<file path="src/latrg_pkg.sv">
// shared types and constants of the logic analyzer trigger and capture core
package latrg_pkg;

  localparam int DepthDefault    = 4096;
  localparam int ChannelsDefault = 8;

  localparam int CountW   = 13;
  localparam int PinW     = 8;
  localparam int IdxW     = 12;
  localparam int CfgIdxW  = 3;
  localparam int CfgDataW = 13;

  typedef enum logic [1:0] {
    ACT_TICK  = 2'd0,
    ACT_START = 2'd1,
    ACT_READ  = 2'd2,
    ACT_NONE  = 2'd3
  } action_t;

  typedef enum logic [1:0] {
    PH_IDLE    = 2'd0,
    PH_ARMED   = 2'd1,
    PH_CAPTURE = 2'd2,
    PH_DONE    = 2'd3
  } phase_t;

  typedef enum logic [CfgIdxW-1:0] {
    REG_SAMPLE_COUNT   = 3'd0,
    REG_PRESCALER      = 3'd1,
    REG_PERIOD         = 3'd2,
    REG_TRIGGER_ENABLE = 3'd3,
    REG_LEVEL_MASK     = 3'd4,
    REG_LEVEL_VALUE    = 3'd5,
    REG_RISING_MASK    = 3'd6,
    REG_FALLING_MASK   = 3'd7
  } reg_idx_t;

  typedef struct packed {
    logic [CountW-1:0] sample_count;
    logic [7:0]        prescaler;
    logic [7:0]        period;
    logic              trigger_enable;
    logic [PinW-1:0]   level_mask;
    logic [PinW-1:0]   level_value;
    logic [PinW-1:0]   rising_mask;
    logic [PinW-1:0]   falling_mask;
  } cfg_t;

  localparam cfg_t CfgRst = '{
    sample_count:   13'd4096,
    prescaler:      8'd0,
    period:         8'd1,
    trigger_enable: 1'b0,
    level_mask:     8'd0,
    level_value:    8'd0,
    rising_mask:    8'd0,
    falling_mask:   8'd0
  };

  // one classified item as it waits between front and back
  typedef struct packed {
    action_t         action;
    logic [PinW-1:0] pins;
    logic [IdxW-1:0] read_index;
    logic            trig;
  } item_t;

endpackage

</file>
<file path="src/latrg_front.sv">
// front end: accepts items, tracks pin history, evaluates the trigger, queues items
module latrg_front #(
  parameter int CHANNELS = latrg_pkg::ChannelsDefault
) (
  input  logic                      clk,
  input  logic                      rst_n,
  input  logic                      in_valid,
  output logic                      in_ready,
  input  logic [1:0]                in_action,
  input  logic [latrg_pkg::PinW-1:0] in_pins,
  input  logic [latrg_pkg::IdxW-1:0] in_read_index,
  input  latrg_pkg::cfg_t           cfg,
  output logic                      q_valid,
  output latrg_pkg::item_t          q_item,
  input  logic                      q_pop
);
  import latrg_pkg::*;

  localparam logic [PinW-1:0] ChanMask = PinW'((32'd1 << CHANNELS) - 32'd1);

  logic [PinW-1:0] prev_pins_r, prev_pins_nxt;
  logic [PinW-1:0] pins_m, rose, fell, edges, hit, lm;
  logic            trig;
  logic            push;
  item_t           item;

  item_t      q_mem_r [2];
  logic       wr_ptr_r, wr_ptr_nxt;
  logic       rd_ptr_r, rd_ptr_nxt;
  logic [1:0] cnt_r, cnt_nxt;

  // trigger condition against the pins of the previous tick
  always_comb begin
    pins_m = in_pins & ChanMask;
    rose   = ~prev_pins_r & pins_m;
    fell   = prev_pins_r & ~pins_m;
    edges  = (cfg.rising_mask | cfg.falling_mask) & ChanMask;
    hit    = (cfg.rising_mask & rose) | (cfg.falling_mask & fell);
    lm     = cfg.level_mask & ChanMask;
    trig   = ((hit & edges) == edges) && ((pins_m & lm) == (cfg.level_value & lm));

    item.action     = action_t'(in_action);
    item.pins       = pins_m;
    item.read_index = in_read_index;
    item.trig       = trig;
  end

  assign in_ready = (cnt_r != 2'd2);
  assign push     = in_valid && in_ready;
  assign q_valid  = (cnt_r != 2'd0);
  assign q_item   = q_mem_r[rd_ptr_r];

  always_comb begin
    prev_pins_nxt = prev_pins_r;
    if (push && (action_t'(in_action) == ACT_TICK)) begin
      prev_pins_nxt = pins_m;
    end
    wr_ptr_nxt = push ? ~wr_ptr_r : wr_ptr_r;
    rd_ptr_nxt = q_pop ? ~rd_ptr_r : rd_ptr_r;
    cnt_nxt    = cnt_r + {1'b0, push} - {1'b0, q_pop};
  end

  always_ff @(posedge clk) begin
    if (!rst_n) begin
      prev_pins_r <= '0;
      wr_ptr_r    <= 1'b0;
      rd_ptr_r    <= 1'b0;
      cnt_r       <= '0;
    end else begin
      prev_pins_r <= prev_pins_nxt;
      wr_ptr_r    <= wr_ptr_nxt;
      rd_ptr_r    <= rd_ptr_nxt;
      cnt_r       <= cnt_nxt;
    end
  end

  always_ff @(posedge clk) begin
    if (push) begin
      q_mem_r[wr_ptr_r] <= item;
    end
  end

endmodule

</file>
<file path="config.mk">
export PLATFORM = sky130hd
export DESIGN_NAME = latrg_front
export DESIGN_NICKNAME = d
export VERILOG_FILES = /design/src/latrg_pkg.sv /design/src/latrg_front.sv
export SDC_FILE = /design/constraint.sdc
export NUM_CORES = 1
export LEC_CHECK = 0
export ABC_AREA = 1
export BUFFER_PORTS_ARGS = -buffer_cell sky130_fd_sc_hd__buf_2
export CAP_MARGIN = 0
export CORE_MARGIN = 2
export CORE_UTILIZATION = 51
export CTS_CLUSTER_SIZE = 16
export DETAILED_ROUTE_END_ITERATION = 7
export PLACE_DENSITY = 0.85
export SYNTH_ARGS = -nofsm -noshare
export SYNTH_HDL_FRONTEND = slang
export SYNTH_SLANG_ARGS = --single-unit
</file>
<file path="constraint.sdc">
create_clock -name clk -period 5.21 [get_ports clk]
set_input_delay 1.042 -clock clk [delete_from_list [all_inputs] [get_ports clk]]
set_output_delay 1.042 -clock clk [all_outputs]
set_load 0.02 [all_outputs]
</file>
# ---- Yosys cells after proc, flatten, opt, wreduce, memory -nomap -nowiden
# Memory sizes are Yosys's and may differ from the RTL's. A register that Yosys moved wholly into a read port is not among the register bits.
# Cells that the tools add are included.
dict set report totals {
  reg_bits 12
  ram_bits 46
  in_bits 88
  output_inout_bits 25
  elab_cells 32
  mem_count 1
}
# memory depth word_bits read_ports rd_clocked_by_memory_dff wr line_no
set mem_list {}
lappend mem_list {q_mem_r 2 23 1 1 1 latrg_front.sv:27} ;# item_t q_mem_r [2];
dict set report classes {
  add_sub_neg 2
  eq_ne 3
  muxes 4
  bitwise 13
  reduce_logical 5
}
# cell count
set ops {}
lappend ops {{bitwise AND 8 bit} 7}
lappend ops {{equality test 8 bit} 2}
lappend ops {{inverter 8 bit} 2}
lappend ops {{bitwise OR 8 bit} 2}
lappend ops {{two-way mux 1 bit} 4}
lappend ops {{logical AND 1 bit} 3}
lappend ops {{adder 2 x 1 -> 2 bit} 1}
lappend ops {{zero test 2 bit} 1}
lappend ops {{!= test 2 bit, second input constant} 1}
lappend ops {{inverter 1 bit} 2}
lappend ops {{nonzero test 2 bit} 1}
lappend ops {{subtractor 2 x 1 -> 2 bit} 1}

# ---- Logic depth before layout (Yosys ltp)
dict set report logic_depth {
  word_depth 7
  depth_mapped 8
  depth_no_buf 8
}

# ---- Worst setup path before layout
# No wires, ideal clock.
dict set report synth_timing {
  path_kind {input to register}
  from {input port in_valid}
  to {memory q_mem_r[1][0] (netlist bit) (enable)}
  setup_time_ns 0.404
  t_arrival_ns 2.129
  t_required_ns 4.806
  path_slack_ns 2.677
  path_stages 2
  path_buffers 0
  cell_sequence {nand2_4 > nor2_1}
}
dict set report synth_between {
  elab_chain_len 3
}
# item line_no
set synth_rtl {}
lappend synth_rtl {{from (decl)} latrg_front.sv:7} ;# input logic in_valid,
lappend synth_rtl {{logical AND 1 bit} latrg_front.sv:49} ;# assign push = in_valid && in_ready;
lappend synth_rtl {{two-way mux 1 bit} latrg_front.sv:78} ;# if (push) begin
lappend synth_rtl {{two-way mux 1 bit (implied by the code)} latrg_front.sv:79} ;# q_mem_r[wr_ptr_r] <= item;
lappend synth_rtl {{to (decl)} latrg_front.sv:27}
# Every way passes these cells.

==> impl_metrics.yaml <==
sta:
  setup_viol: 0
  finalClockSkew_ns: 0.0105
  hold_violations: 0
  worst_pin_slew_ns: 1.21
  timing.fmax_mhz: 338
  final.min_clock_period_ns: 2.96
  maxSlewHeadroom_pct: 19.3
  final.setup.tns_ns: 0
  rsz0062_at_grt: "no"
  period_share_pct: 56.8
  slew_viol_final: 0
logic_synthesis:
  synth_top_family_by_area: "simple AND/OR/NAND/NOR gates"
  yosys_warnings: 0
  synthAdderAreaFrac_pct: 0.951
  synth_most_common_cell: "edfxtp_1"
  synthTopCellsByCount: "edfxtp_1 (46), nand3_1 (29), mux2_1 (23), nand2_1 (23), inv_1 (19)"
  async_flop_share_pct: 0
  synth_area_leaders: "edfxtp_1 (52%), dfxtp_1 (9.9%), mux2_1 (9.8%), nand3_1 (5.5%), nand2_1 (3.3%)"
  netlist-cell-type-count: 25
  yosys.area_share.simple_pct: 16.7
  syn_area_mm2: 0.00263
  netlist_instances: 215
  yosys.area_share.xor_xnor_pct: 0.333
  syn-mean-instance-area_um2: 12.2
  yosys.area.top_type: "edfxtp_1"
  ys.flop_type: "edfxtp_1"
  synth_compound_area_share_pct: 5.04
  syn_nets: 305
  synth_top_cell_area_share_pct: 52.5
  synth-seq-cells: 59
  synthMuxAreaShare_pct: 9.84
  synth.yosys.seq_area_share_pct: 62.4
  synth_edf_count: 46
die:
  start_util_pct: 52.2
  core-area_mm2: 0.00504
  dieArea_mm2: 0.00575
  die_width_um: 75.8
  ios: 113
  rows: 26
  die_y_um: 75.8
routing:
  wl_um: 4640
  dr.pass1.iters: 4
  wl_met1_um: 1940
  routedWlPerCell_um: 12.2
  vias_per_cell: 4.82
  vias: 1828
  wl_met2_um: 2350
  drt_iter0_drc: 52
  detail-route-antenna-nets: 0
  met3_length_um: 254
  top_layer: "met4"
  drc: 0
critical_path:
  cp.arrival_ns: 1.92
  crit_chain: "mux2_1 > buf_2"
  end_kind: "output port"
  worstSetupStartpointType: "flop"
  max_stage_delay_ns: 1.01
  crit_fanout: 23
  crit_required_ns: 4.17
  critPathSlowestCell: "dfxtp_1"
  critPathKind: "flop to output port"
cells_and_area:
  postLayoutCoreUtil_pct: 65.4
  diodes: 0
  drive_above_1_share_pct: 37.2
  n_fill_cell: 390
  syn2layout_area_growth_pct: 25.2
  layout.nets: 394
clock_tree:
  cts_resized: 0
  cts_setup_buffers: 0
  cts_buffers: 9
  cts_tree: "built"
  htreeDepth: 3
  cts_sinks: 59
  worstSkewPairLatency_ns: 0.32
  clock_path_buffers: 2
  path_clk_slew_ns: 0.07
  root_buffer: "clkbuf_8"
  hold_buffers: 0
global_routing:
  antenna_found_initial: 0
  grt_pass1_vias: 1721
  grt_pass1_wl_um: 7070
  grt_overflow_total: 0
  grt_max_degree: 25
  grt_use_total_pct: 16.8
placement:
  portBuffers: 82
  hpwl_um: 3370
  place_congestion: 0.754
flow_run:
  maxCapViolCount: 0
power_and_ir_drop:
  power.density_mw_per_mm2: 364
  irDropWorstVdd_mv: 0.162
  p_leak_nw: 1.36
worst_hold_path:
  hold_class: "flop to flop"
run_status:
  status: "finished clean"
-- area by class of cell --
| type | count | area, µm² | area share, % |
|---|---|---|---|
| Tap cell | 70 | 87.6 | 2.66 |
| Inverter | 21 | 83.8 | 2.54 |
| Sequential cell | 59 | 1640 | 49.8 |
| Clock buffer | 15 | 196 | 5.96 |
| Clock inverter | 1 | 5.00 | 0.152 |
| Timing Repair Buffer | 82 | 410 | 12.5 |
| Multi-Input combinational cell | 131 | 871 | 26.4 |
-- report_power, final --
part	internal, mW	leakage [nW]	total (mW)	switching [mW]
sequential	0.567	0.536	0.587	0.0206
clock	0.237	0.106	0.395	0.158
combinational	0.0828	0.714	0.219	0.136
total	0.887	1.36	1.20	0.314
-- routing by layer --
| layer | global-route usage, % | vias up |
|---|---|---|
| li1 | - | 928 |
| met1 | 18.8 | 815 |
| met2 | 29.7 | 76 |
| met3 | 3.57 | 9 |
| met4 | 9.36 | 0 |
| met5 | 0 | - |
-- flip-flops by register name, indices dropped and copies added, names as in the netlist, named ones only --
signal	flops
q_mem_r	46
wr_ptr_r	1
cnt_r	2
prev_pins_r	8
rd_ptr_r	1
-- worst max-delay path: cells and delay by family, from the launching register on --
family / cells / cell delay (ns)
buf+inv: 1 / 0.17
flops: 1 / 1.01
mux: 1 / 0.41
-- worst paths after layout --
path | end | slack, ns | cells after the start | startpoint
worst max-delay path | q_item[0] | 2.25 | 2 | flop
worst min-delay path | prev_pins_r[1] | 0.48 | 2 | prev_pins_r[1]
worst max register to register | q_mem_r[1][2] | 3.34 | 4 | cnt_r[0]
worst min register to register | prev_pins_r[1] | 0.48 | 2 | prev_pins_r[1]
-- cells in the final DEF, fill, tap and decap left out, drive strengths merged, types with 9 or more instances in the layout --
cell type and n:
a21oi 9, buf 82, clkbuf 15, dfxtp 13
edfxtp 46, inv 21, mux2 23, nand2 26
nand3 29, nor2 13, o21ai 10, or2 16
-- stage by stage --
step | total power [mW] | instance area (µm²) | setup WS (ns) | hold slack [ns] | cells
finish | 1.20 | 3300 | 2.25 | 0.481 | 379
CTS | 1.22 | 3300 | 2.18 | 0.485 | 379
floorplan | 0.736 | 2630 | 2.68 | 0.449 | 215
global route | 1.26 | 3300 | 2.13 | 0.510 | 379
detailed placement | 0.818 | 3090 | 2.54 | 0.470 | 363
global placement | 0.805 | 3090 | 2.57 | 0.461 | 363
-- logic make-up (layout without fill, tap and decap cells) --
| kind of cell | count (synthesis) | in the layout |
|---|---|---|
| compound gates | 19 | 19 |
| fa+ha+maj | 2 | 2 |
| mux | 23 | 23 |
| xor+xnor | 1 | 1 |
| buf+inv | 25 | 119 |
| simple gates | 86 | 86 |
| flops | 59 | 59 |
Note: power is estimated with default switching activity, not from simulation.
